`src/design/jse_pkg.sv`:
```
`timescale 1ns / 1ps
// ----------------------------------------------------------------------------
// jse_pkg: shared types and constants of the JSON string escaper
// Descriptor passed from the classifier to the output sequencer, byte codes
// of the escaped text and the hex digit lookup.
// ----------------------------------------------------------------------------
package jse_pkg;

	typedef enum logic [1:0] {
		KIND_END,
		KIND_PLAIN,
		KIND_SHORT,
		KIND_UNI
	} kind_t;

	typedef struct packed {
		logic       open;
		kind_t      kind;
		logic [7:0] val;
	} desc_t;

	localparam int DESC_W = $bits(desc_t);

	localparam logic [7:0] CH_NUL   = 8'h00;
	localparam logic [7:0] CH_BS    = 8'h08;
	localparam logic [7:0] CH_TAB   = 8'h09;
	localparam logic [7:0] CH_LF    = 8'h0A;
	localparam logic [7:0] CH_FF    = 8'h0C;
	localparam logic [7:0] CH_CR    = 8'h0D;
	localparam logic [7:0] CH_QUOTE = 8'h22;
	localparam logic [7:0] CH_ZERO  = 8'h30;
	localparam logic [7:0] CH_BSL   = 8'h5C;
	localparam logic [7:0] CH_B     = 8'h62;
	localparam logic [7:0] CH_F     = 8'h66;
	localparam logic [7:0] CH_N     = 8'h6E;
	localparam logic [7:0] CH_R     = 8'h72;
	localparam logic [7:0] CH_T     = 8'h74;
	localparam logic [7:0] CH_U     = 8'h75;

	localparam logic [7:0] CTRL_LIMIT = 8'd32;

	function automatic logic [7:0] hex_char(input logic [3:0] nib);
		logic [7:0] r;
		if (nib < 4'd10) begin
			r = 8'h30 + {4'h0, nib};
		end else begin
			r = 8'h37 + {4'h0, nib};
		end
		return r;
	endfunction

endpackage

```
`src/design/jse_front.sv`:
```
`timescale 1ns / 1ps
// ----------------------------------------------------------------------------
// jse_front: input classifier
// Accepts string bytes, tracks the open-string flag and turns each byte into
// a descriptor for the output sequencer.
// ----------------------------------------------------------------------------
module jse_front (
	input  logic           clk,
	input  logic           arst_n,
	input  logic           in_valid,
	output logic           in_stall,
	input  logic [7:0]     data_byte,
	input  logic           q_full,
	output logic           push,
	output jse_pkg::desc_t desc
);
	import jse_pkg::*;

	logic in_string_q;

	assign in_stall = q_full;
	assign push     = in_valid && !q_full;

	always_ff @(posedge clk or negedge arst_n) begin
		if (!arst_n) begin
			in_string_q <= 1'b0;
		end else if (push) begin
			in_string_q <= (data_byte != CH_NUL);
		end
	end

	always_comb begin
		desc.open = !in_string_q;
		desc.val  = data_byte;
		priority if (data_byte == CH_NUL) begin
			desc.kind = KIND_END;
		end else if (data_byte == CH_QUOTE || data_byte == CH_BSL) begin
			desc.kind = KIND_SHORT;
		end else if (data_byte >= CTRL_LIMIT) begin
			desc.kind = KIND_PLAIN;
		end else begin
			desc.kind = KIND_UNI;
			unique case (data_byte)
				CH_BS:  begin desc.kind = KIND_SHORT; desc.val = CH_B; end
				CH_FF:  begin desc.kind = KIND_SHORT; desc.val = CH_F; end
				CH_LF:  begin desc.kind = KIND_SHORT; desc.val = CH_N; end
				CH_CR:  begin desc.kind = KIND_SHORT; desc.val = CH_R; end
				CH_TAB: begin desc.kind = KIND_SHORT; desc.val = CH_T; end
				default: begin end
			endcase
		end
	end

endmodule

```
`src/design/jse_queue.sv`:
```
`timescale 1ns / 1ps
// ----------------------------------------------------------------------------
// jse_queue: descriptor queue
// Small first-in first-out buffer between classifier and sequencer; the head
// word is visible combinationally.
// ----------------------------------------------------------------------------
module jse_queue #(
	parameter int WIDTH = 11,
	parameter int DEPTH = 4
) (
	input  logic             clk,
	input  logic             arst_n,
	input  logic             push,
	input  logic [WIDTH-1:0] wdata,
	input  logic             pop,
	output logic [WIDTH-1:0] rdata,
	output logic             full,
	output logic             nonempty
);
	localparam int PTR_W = (DEPTH > 1) ? $clog2(DEPTH) : 1;
	localparam int CNT_W = $clog2(DEPTH + 1);
	localparam logic [PTR_W-1:0] LAST_PTR = PTR_W'(DEPTH - 1);
	localparam logic [CNT_W-1:0] FULL_CNT = CNT_W'(DEPTH);

	logic [WIDTH-1:0] entries_q [DEPTH];
	logic [PTR_W-1:0] wr_ptr_q;
	logic [PTR_W-1:0] rd_ptr_q;
	logic [CNT_W-1:0] count_q;

	assign full     = (count_q == FULL_CNT);
	assign nonempty = (count_q != '0);
	assign rdata    = entries_q[rd_ptr_q];

	always_ff @(posedge clk) begin
		if (push) begin
			entries_q[wr_ptr_q] <= wdata;
		end
	end

	always_ff @(posedge clk or negedge arst_n) begin
		if (!arst_n) begin
			wr_ptr_q <= '0;
			rd_ptr_q <= '0;
			count_q  <= '0;
		end else begin
			if (push) begin
				wr_ptr_q <= (wr_ptr_q == LAST_PTR) ? '0 : wr_ptr_q + 1'b1;
			end
			if (pop) begin
				rd_ptr_q <= (rd_ptr_q == LAST_PTR) ? '0 : rd_ptr_q + 1'b1;
			end
			if (push && !pop) begin
				count_q <= count_q + 1'b1;
			end else if (pop && !push) begin
				count_q <= count_q - 1'b1;
			end
		end
	end

endmodule

```
`src/design/jse_back.sv`:
```
`timescale 1ns / 1ps
// ----------------------------------------------------------------------------
// jse_back: output sequencer
// Walks the head descriptor one output byte per cycle, unless the output
// stalls, into the output register and pops it after its last byte.
// ----------------------------------------------------------------------------
module jse_back (
	input  logic           clk,
	input  logic           arst_n,
	input  logic           q_nonempty,
	input  jse_pkg::desc_t head,
	output logic           pop,
	output logic           out_valid,
	input  logic           out_stall,
	output logic [7:0]     out_byte,
	output logic           run_last,
	output logic           string_end
);
	import jse_pkg::*;

	logic [2:0] idx_q;
	logic [2:0] base_n;
	logic [2:0] last_idx;
	logic [2:0] j;
	logic       is_last;
	logic       load;
	logic [7:0] nxt_byte;
	logic       nxt_end;
	logic       out_valid_q;
	logic [7:0] out_byte_q;
	logic       run_last_q;
	logic       string_end_q;

	always_comb begin
		unique case (head.kind)
			KIND_END:   base_n = 3'd1;
			KIND_PLAIN: base_n = 3'd1;
			KIND_SHORT: base_n = 3'd2;
			KIND_UNI:   base_n = 3'd6;
			default:    base_n = 3'd1;
		endcase
	end

	assign last_idx = base_n - 3'd1 + {2'b00, head.open};
	assign is_last  = (idx_q == last_idx);
	assign j        = idx_q - {2'b00, head.open};
	assign load     = q_nonempty && (!out_valid_q || !out_stall);
	assign pop      = load && is_last;

	always_comb begin
		nxt_byte = CH_QUOTE;
		nxt_end  = 1'b0;
		if (head.open && idx_q == 3'd0) begin
			nxt_byte = CH_QUOTE;
		end else begin
			unique case (head.kind)
				KIND_END: begin
					nxt_byte = CH_QUOTE;
					nxt_end  = 1'b1;
				end
				KIND_PLAIN: nxt_byte = head.val;
				KIND_SHORT: nxt_byte = (j == 3'd0) ? CH_BSL : head.val;
				KIND_UNI: begin
					unique case (j)
						3'd0:    nxt_byte = CH_BSL;
						3'd1:    nxt_byte = CH_U;
						3'd2:    nxt_byte = CH_ZERO;
						3'd3:    nxt_byte = CH_ZERO;
						3'd4:    nxt_byte = hex_char(head.val[7:4]);
						default: nxt_byte = hex_char(head.val[3:0]);
					endcase
				end
				default: nxt_byte = CH_QUOTE;
			endcase
		end
	end

	always_ff @(posedge clk or negedge arst_n) begin
		if (!arst_n) begin
			idx_q       <= '0;
			out_valid_q <= 1'b0;
		end else begin
			if (!out_valid_q || !out_stall) begin
				out_valid_q <= q_nonempty;
			end
			if (load) begin
				idx_q <= is_last ? 3'd0 : idx_q + 3'd1;
			end
		end
	end

	always_ff @(posedge clk) begin
		if (load) begin
			out_byte_q   <= nxt_byte;
			run_last_q   <= is_last;
			string_end_q <= nxt_end;
		end
	end

	assign out_valid  = out_valid_q;
	assign out_byte   = out_byte_q;
	assign run_last   = run_last_q;
	assign string_end = string_end_q;

endmodule

```
`src/design/json_string_escaper.sv`:
```
`timescale 1ns / 1ps
// ----------------------------------------------------------------------------
// json_string_escaper: streaming JSON string quoter and escaper
// Quotes and escapes a NUL-terminated byte string into JSON text.
// ----------------------------------------------------------------------------
//  channel | handshake             | word
//  --------+-----------------------+---------------------------------
//  in      | in_valid / in_stall   | data_byte
//  out     | out_valid / out_stall | out_byte, run_last, string_end
//
//  One input byte yields 1 to 7 output bytes, one output byte per cycle
//  unless out_stall holds. Plain bytes inside a string flow at one byte
//  per cycle; escapes take 2 or 6 bytes at the output sequencer, plus
//  one for an opening quote. An accepted byte passes the descriptor
//  queue and the output register first. in_stall rises only when the
//  queue is full. Reset clears the open-string flag, queue and out_valid.
// ----------------------------------------------------------------------------
module json_string_escaper #(
	parameter int QUEUE_DEPTH = 4
) (
	input  logic       clk,
	input  logic       arst_n,
	input  logic       in_valid,
	output logic       in_stall,
	input  logic [7:0] data_byte,
	output logic       out_valid,
	input  logic       out_stall,
	output logic [7:0] out_byte,
	output logic       run_last,
	output logic       string_end
);
	import jse_pkg::*;

	logic  push;
	logic  pop;
	logic  q_full;
	logic  q_nonempty;
	desc_t desc;
	desc_t head;
	logic [DESC_W-1:0] head_bits;

	jse_front u_front (
		.clk       (clk),
		.arst_n    (arst_n),
		.in_valid  (in_valid),
		.in_stall  (in_stall),
		.data_byte (data_byte),
		.q_full    (q_full),
		.push      (push),
		.desc      (desc)
	);

	jse_queue #(
		.WIDTH (DESC_W),
		.DEPTH (QUEUE_DEPTH)
	) u_queue (
		.clk      (clk),
		.arst_n   (arst_n),
		.push     (push),
		.wdata    (desc),
		.pop      (pop),
		.rdata    (head_bits),
		.full     (q_full),
		.nonempty (q_nonempty)
	);

	assign head = desc_t'(head_bits);

	jse_back u_back (
		.clk        (clk),
		.arst_n     (arst_n),
		.q_nonempty (q_nonempty),
		.head       (head),
		.pop        (pop),
		.out_valid  (out_valid),
		.out_stall  (out_stall),
		.out_byte   (out_byte),
		.run_last   (run_last),
		.string_end (string_end)
	);

endmodule

```
`config.mk`:
```
export PLATFORM = sky130hd
export DESIGN_NAME = json_string_escaper
export DESIGN_NICKNAME = d
export VERILOG_FILES = /design/src/design/jse_pkg.sv /design/src/design/jse_front.sv /design/src/design/jse_queue.sv /design/src/design/jse_back.sv /design/src/design/json_string_escaper.sv
export SDC_FILE = /design/constraint.sdc
export NUM_CORES = 1
export LEC_CHECK = 0
export BUFFER_PORTS_ARGS = -buffer_cell sky130_fd_sc_hd__buf_2
export CORE_MARGIN = 4
export CORE_UTILIZATION = 45
export DETAILED_ROUTE_END_ITERATION = 6
export GPL_TIMING_DRIVEN = 0
export HOLD_SLACK_MARGIN = 0.1
export PLACE_DENSITY = 0.66
export SYNTH_ARGS = -nofsm -noshare
export SYNTH_HDL_FRONTEND = slang
export SYNTH_SLANG_ARGS = --single-unit
```
`constraint.sdc`:
```
create_clock -name clk -period 4.2 [get_ports clk]
set_input_delay 0.42 -clock clk [delete_from_list [all_inputs] [get_ports clk]]
set_output_delay 0.42 -clock clk [all_outputs]
set_load 0.02 [all_outputs]
```
### Word-level counts from Yosys, hierarchy flattened

Memories as Yosys holds them, arrays and structs flattened.
Index checks and enable logic that the tools add are counted.

* add/sub/neg operators: 12
* multiply operators: 0
* div/mod/pow operators: 0
* order comparisons: 3
* eq/ne operators: 18
* shift-type cells: 0
* multiplexer cells: 21
* bitwise operators: 0
* reductions and logical operators: 23

Operators with widths (count)
* $pmux W8 S4: 2
* $mux W8: 6
* $pmux W9 S5: 1
* $eq A8 B4 Y1 const B: 5
* $add A6 B4 Y7 const A: 4
* $mux W2: 5
* $mux W3: 3
* $pmux W3 S3: 1
* $eq A2 B2 Y1 const B: 4
* $eq A8 B6 Y1 const B: 1
* $eq A8 B7 Y1 const B: 1
* $ge A8 B6 Y1 const B: 1
* $logic_not A8 Y1: 1
* $lt A4 B4 Y1 const B: 2
* $reduce_bool A8 Y1: 1
* $add A3 B1 Y3 const B: 2
* $eq A3 B2 Y1 const B: 2
* $eq A3 B3 Y1 const B: 2
* $logic_and A1 B1 Y1: 6
* $logic_not A1 Y1: 6
* $logic_not A3 Y1: 2
* $sub A3 B1 Y3 const B: 2
* $add A2 B1 Y2 const B: 2
* $reduce_or A2 Y1: 2
* other kinds (10): 13

* bits in registers: 22
* latch bits: 0
* RAM bits: 44
* memory bits (read-only): 0
* output and inout port bits: 12
* memories kept: 1

Memory list
* u_queue.entries_q: depth 4, bits a word 11, read ports 1, clocked after memory_dff 0, wr ports 1, line jse_queue.sv:25 `logic [WIDTH-1:0] entries_q [DEPTH];`

### Logic depth before layout (Yosys ltp)

An unclocked memory read counts as a cell.

* word-level depth: 11
* gate-level depth with buffers: 13

### Hierarchy

A second synthesis with hierarchy kept.

* cell total of the unflattened synthesis: 258
* area, all modules: 3429.5 um^2

By module, submodules not included
* jse_queue: times used 1, cells each 94, area an instance 2010.7 um^2, seq. area each 1496.4 um^2
* jse_back: times used 1, cells each 126, area an instance 1142.3 um^2, seq. area each 400.4 um^2
* jse_front: times used 1, cells each 38, area an instance 276.5 um^2, seq. area each 25.0 um^2

### Least setup slack after synthesis

Ideal clock, no wire load.

* kind: flip-flop to flip-flop
* start point: register u_queue.rd_ptr_q[0]
* end point: register u_queue.count_q[1]
* library setup time: 0.125 ns
* arrival time: 3.197 ns
* required time: 4.075 ns
* slack: 0.878 ns
* cell stages (with the launch flop): 12
* period minus slack after synthesis: 3.322 ns
* cells stage by stage: dfrtp_1 -> mux4_2 -> buf_6 -> ha_1 -> xnor2_1 -> a211oi_1 -> nor2_1 -> or3b_4 -> ha_1 -> inv_1 -> fa_1 -> mux2_2

* longest elaborated chain between the ends: 11
* elaborated cells on any way between the ends: 16
* classes of those cells: 2 x add/sub; 4 x eq/ne; 2 x mux; 7 x reduce/logical; 1 x memory

RTL lines
* from (decl): line jse_queue.sv:27 `logic [PTR_W-1:0] rd_ptr_q;`
* from (signal assigned): line jse_queue.sv:50 `rd_ptr_q <= (rd_ptr_q == LAST_PTR) ? '0 : rd_ptr_q + 1'b1;`
* $mem_v2 Z4 W11 (*)
* $eq A2 B1 Y1 / $logic_not A2 Y1 (equally long branches): line jse_back.sv:35 `unique case (head.kind)`
* $reduce_or A2 Y1 (no line)
* $pmux W3 S3: line jse_back.sv:35
* $sub A3 B1 Y3: line jse_back.sv:44 `assign last_idx = base_n - 3'd1 + {2'b00, head.open};`
* $add A3 B1 Y3 (*): line jse_back.sv:44
* $eq A3 B3 Y1 (*): line jse_back.sv:45 `assign is_last = (idx_q == last_idx);`
* $logic_and A1 B1 Y1 (*): line jse_back.sv:48 `assign pop = load && is_last;`
* $logic_not A1 Y1: line jse_queue.sv:52 `if (push && !pop) begin`
* $logic_and A1 B1 Y1: line jse_queue.sv:52
* $mux W3 / $reduce_bool A2 Y1 (equally long branches)
* to (signal assigned): line jse_queue.sv:53 `count_q <= count_q + 1'b1;`
* to (signal assigned): line jse_queue.sv:55 `count_q <= count_q - 1'b1;`
* to (decl): line jse_queue.sv:28 `logic [CNT_W-1:0] count_q;`

Mark *: on every way between the ends. The rest lies on a longest branch, timed or not.
A chain may end at the register's enable or synchronous reset.

### Worst setup path in the final report

Same ends and word-level chain as after synthesis.

==> impl_summary.txt <==
----------------------------------------------------
[Timing]
  Maximum clock skew at final layout ... 10.6 ps
  Final hold vios ... 0
  Max-slew violation total from the final report ... 0
  Max-Slew Margin vs Limit ... 46.9%
  Final Setup Violations ... 0
  Fmax ... 0.286 GHz
  Aggregate negative setup slack ... 0 ps
  Actual transition at the worst max-transition pin ... 797 ps
  Final critical-path required period ... 3500 ps
  Crit share post-route ... 83.4%
  Unrepaired setup endpoints after global routing ... no

[Clock tree]
  Level count of the clock H-tree ... 3
  Clock-pin transition on the worst setup and hold timing paths ... 80 ps
  CTS root buffer ... sky130_fd_sc_hd__clkbuf_8
  Maximum clock path buffer count ... 2
  CTS tree ... built
  Clock sinks ... 66
  Number of hold-repair buffers added at the cts stage ... 1
  Number of gates given a new drive strength after cts ... 0
  Total CTS buffers ... 9
  Worst-skew pair later-pin latency ... 340 ps
  Post-CTS Repair Setup Buffers ... 0

[Placement]
  Detailed placer's ending HPWL ... 4080 um
  I/O Buffers ... 22
  RD Place Congestion ... 0.819

[Logic synthesis]
  Synth Area in Adders ... 5.51%
  Fraction of the mapped netlist area in compound gates ... 10.3%
  Proportion of synthesized flip-flops having asynchronous set or reset ... 18.2%
  Average cell area after synthesis ... 13.0 um2
  Combinational family with the most area after synthesis ... simple AND/OR/NAND/NOR gates
  Simple-gate portion of the synthesized area ... 11.0%
  Post-synth cell types ... 50
  Dominant cell type by area after synthesis ... sky130_fd_sc_hd__edfxtp_1
  Post-synth top area share ... 48.9%
  Post-synthesis instance area ... 0.00332 mm2
  Net count of the mapped netlist ... 281
  Sequential element share of the synthesized area ... 57.9%
  Area contributors post-synth ... sky130_fd_sc_hd__edfxtp_1 (49%), sky130_fd_sc_hd__dfrtp_1 (9.1%), sky130_fd_sc_hd__mux4_2 (6.8%)
  Cells after Synth ... 255
  Number of enable-type register cells in the synthesized netlist ... 54
  Mux share of post-synthesis cell area ... 9.81%
  Area share of xor/xnor cells in the synthesized design ... 2.38%
  Flip-flop and latch count after synthesis ... 66
  Number of warnings reported in the yosys synthesis log ... 0
  Top FF cell, synth ... sky130_fd_sc_hd__edfxtp_1

[Hold path]
  Hold path startpoint ... out_stall
  Worst Hold Depth ... 3
  Path category of the worst min-delay check ... in -> reg
  Worst Hold Path EP ... u_back.out_valid$_DFFE_PN0N_

[Setup path]
  CP Data Required Time ... 4430 ps
  Max Fanout on Critical Path ... 10
  Start-to-end type of the worst setup path ... reg -> reg
  Arrival time of the worst setup path ... 3730 ps
  Startpoint of the worst register-to-register path ... u_queue.rd_ptr_q[0]$_DFFE_PN0P_
  Category of the worst setup path launch point ... flip-flop
  Kind of end point of the critical path ... flip-flop
  Reg-to-Reg End ... u_queue.count_q[1]$_DFFE_PN0P_
  R2R depth ... 11
  Internal reg-to-reg setup slack ... 700 ps

[Routing]
  First-iteration detailed-routing DRC count ... 99
  Detailed-routing iteration count for the pre-antenna-repair pass ... 4
  Routed Antenna Nets ... 0
  Total via count after detailed routing ... 2100
  Number of design rule violations left after detail routing ... 0
  DR WL/cell ... 14.6 um
  Post-DR vias/cell ... 5.34
  Post-detailed-routing wire length ... 5740 um

[Layout]
  Area added between synthesis and finish ... 14.9%
  Layout Nets ... 315
  Share of final-layout standard cells stronger than drive strength 1 ... 20.1%
  Final antenna diode count ... 0
  Number of filler cells placed in the layout ... 629

[Global route]
  Antenna violations before repair ... 0
  Total congestion overflow after global routing ... 0
  Wire length of the first global-routing pass ... 9650 um
  GRT Total Usage ... 14.4%
  Via count of the first global-routing pass ... 2071
  Maximum number of pins on one net before global-route repair ... 18

[Job]
  Maxcap violations ... 0

[Power]
  Switching Fraction ... 37.9%
  Sequential fraction of design power ... 32.5%
  Pwr Total ... 3.16 mW
  Net switching power ... 1.20 mW
  Clock network fraction of total power ... 20.8%
  Pwr/cell area ... 828 mW/mm2
  Static leakage ... 1.44 nW
  Max VDD drop ... 277 uV
  Gate power share ... 46.7%
  Internal portion of total power ... 1.96 mW

[Floorplanning]
  Core Box Area ... 0.00721 mm2
  Number of primary I/O pins ... 24
  Die area ... 0.00881 mm2
  Height of the die ... 93.9 um
  Standard-cell rows ... 31
  Initial standard-cell utilization of the core ... 46.0%
  Horiz. Die Dim ... 93.9 um

[Run status]
  Run status ... complete, no violations

----------------------------------------------------
-- through the flow --
stage	utilization [%]	instances	cell area, um2	hold WS [ps]	worst slack, ps
after floorplan	-	255	3320	124	878
after global placement	49.2	376	3550	320	698
after detailed placement	49.2	376	3550	323	689
after CTS	52.8	393	3810	273	675
after global routing	52.8	393	3810	308	546
final	52.8	393	3810	298	698
-- area by class of cell --
class / instances / area, um2 / area share, %
Sequential cell: 66 / 1920 / 50.4
Inverter: 16 / 60.1 / 1.58
Timing Repair Buffer: 23 / 120 / 3.15
Buffer: 8 / 40.0 / 1.05
Multi-Input combinational cell: 165 / 1300 / 34.1
Tap cell: 99 / 124 / 3.25
Clock inverter: 7 / 124 / 3.25
Clock buffer: 9 / 124 / 3.25
-- cells by family after synthesis --
logic type	after synthesis
and+or+nand+nor	70
xor gates and xnor gates	9
DFF	66
AOI/OAI and AO/OA	56
buffers and inverters	24
adders and majority gates	14
muxes	16
-- per-layer routing --
| metal | wire length [um] | track usage (%) | vias up |
|---|---|---|---|
| li1 | - | - | 1025 |
| met1 | 2610 | 17.6 | 1025 |
| met2 | 2800 | 24.1 | 37 |
| met3 | 171 | 3.45 | 13 |
| met4 | 161 | 6.98 | 0 |
| met5 | 0 | 0 | - |
-- worst max path at each step --
stage,from,slack [ps],to
2_1_floorplan,u_queue.rd_ptr_q[0]$_DFFE_PN0P_,880,u_queue.count_q[1]$_DFFE_PN0P_
3_3_place_gp,u_queue.rd_ptr_q[0]$_DFFE_PN0P_,700,u_queue.count_q[1]$_DFFE_PN0P_
3_5_place_dp,u_queue.rd_ptr_q[0]$_DFFE_PN0P_,690,u_queue.count_q[1]$_DFFE_PN0P_
4_1_cts,u_queue.rd_ptr_q[0]$_DFFE_PN0P_,680,u_queue.count_q[1]$_DFFE_PN0P_
5_1_grt,u_queue.rd_ptr_q[0]$_DFFE_PN0P_,550,u_queue.count_q[1]$_DFFE_PN0P_
6_report,u_queue.rd_ptr_q[0]$_DFFE_PN0P_,700,u_queue.count_q[1]$_DFFE_PN0P_
-- cell usage after synthesis, types with 2 or more instances --
master and count:
sky130_fd_sc_hd__edfxtp_1 54, sky130_fd_sc_hd__a21oi_1 18, sky130_fd_sc_hd__nor2_1 17, sky130_fd_sc_hd__inv_1 16, sky130_fd_sc_hd__nand2_1 16, sky130_fd_sc_hd__o21ai_0 14, sky130_fd_sc_hd__ha_1 13, sky130_fd_sc_hd__dfrtp_1 12
sky130_fd_sc_hd__mux4_2 10, sky130_fd_sc_hd__and2_1 6, sky130_fd_sc_hd__xnor2_1 6, sky130_fd_sc_hd__nor2b_1 5, sky130_fd_sc_hd__a211oi_1 4, sky130_fd_sc_hd__clkbuf_1 4, sky130_fd_sc_hd__nand2b_1 4, sky130_fd_sc_hd__nand3_1 4
sky130_fd_sc_hd__nor3_1 4, sky130_fd_sc_hd__a31oi_1 3, sky130_fd_sc_hd__xor2_1 3, sky130_fd_sc_hd__a21boi_0 2, sky130_fd_sc_hd__a21o_1 2, sky130_fd_sc_hd__and3_1 2, sky130_fd_sc_hd__and4b_1 2, sky130_fd_sc_hd__buf_2 2
sky130_fd_sc_hd__mux2_4 2, sky130_fd_sc_hd__nand3b_1 2, sky130_fd_sc_hd__nor4_1 2, sky130_fd_sc_hd__o211ai_1 2, sky130_fd_sc_hd__o21bai_1 2, sky130_fd_sc_hd__o22ai_1 2
-- flip-flops by register name (all words and copies together) (netlist names), 2 cells and up --
name	count
u_queue.count_q	3
u_queue.wr_ptr_q	2
u_back.out_byte	8
u_queue.entries_q	44
u_queue.rd_ptr_q	2
u_back.idx_q	3
-- worst max-delay path, stage by stage (launching register included) --
cell                       delay, ps
sky130_fd_sc_hd__dfrtp_1         470
sky130_fd_sc_hd__mux4_2          540
sky130_fd_sc_hd__buf_6           160
sky130_fd_sc_hd__ha_1            290
sky130_fd_sc_hd__xnor2_1         140
sky130_fd_sc_hd__a211oi_1        250
sky130_fd_sc_hd__nor2_1          130
sky130_fd_sc_hd__or3b_4          450
sky130_fd_sc_hd__ha_1            220
sky130_fd_sc_hd__inv_1            70
sky130_fd_sc_hd__fa_1            410
sky130_fd_sc_hd__mux2_2          260
-- power groups by stage --
stage	Clock (mW)	Sequential [mW]	Combinational, mW
6_report	0.658	1.03	1.48
4_1_cts	0.667	1.03	1.48
2_1_floorplan	0	1.10	1.09
5_1_grt	0.700	1.05	1.66
3_5_place_dp	0	1.04	1.48
3_3_place_gp	0	1.04	1.45
-- layout by cell type, fill, tap and decap left out, types with 2 or more instances in the layout --
cell type,n
sky130_fd_sc_hd__a211oi_1,4
sky130_fd_sc_hd__a21boi_0,2
sky130_fd_sc_hd__a21o_1,2
sky130_fd_sc_hd__a21oi_1,17
sky130_fd_sc_hd__a31oi_1,3
sky130_fd_sc_hd__and2_1,6
sky130_fd_sc_hd__and3_1,2
sky130_fd_sc_hd__and4b_1,2
sky130_fd_sc_hd__buf_2,24
sky130_fd_sc_hd__bufinv_16,3
sky130_fd_sc_hd__clkbuf_1,4
sky130_fd_sc_hd__clkbuf_8,9
sky130_fd_sc_hd__dfrtp_1,12
sky130_fd_sc_hd__edfxtp_1,54
sky130_fd_sc_hd__ha_1,13
sky130_fd_sc_hd__inv_1,16
sky130_fd_sc_hd__inv_6,2
sky130_fd_sc_hd__mux2_4,2
sky130_fd_sc_hd__mux4_2,10
sky130_fd_sc_hd__nand2_1,16
sky130_fd_sc_hd__nand2b_1,4
sky130_fd_sc_hd__nand3_1,4
sky130_fd_sc_hd__nand3b_1,2
sky130_fd_sc_hd__nor2_1,17
sky130_fd_sc_hd__nor2b_1,5
sky130_fd_sc_hd__nor3_1,4
sky130_fd_sc_hd__nor4_1,2
sky130_fd_sc_hd__o211ai_1,2
sky130_fd_sc_hd__o21ai_0,14
sky130_fd_sc_hd__o21bai_1,2
sky130_fd_sc_hd__o22ai_1,2
sky130_fd_sc_hd__xnor2_1,6
sky130_fd_sc_hd__xor2_1,3
(Power assumes the default switching activity.)
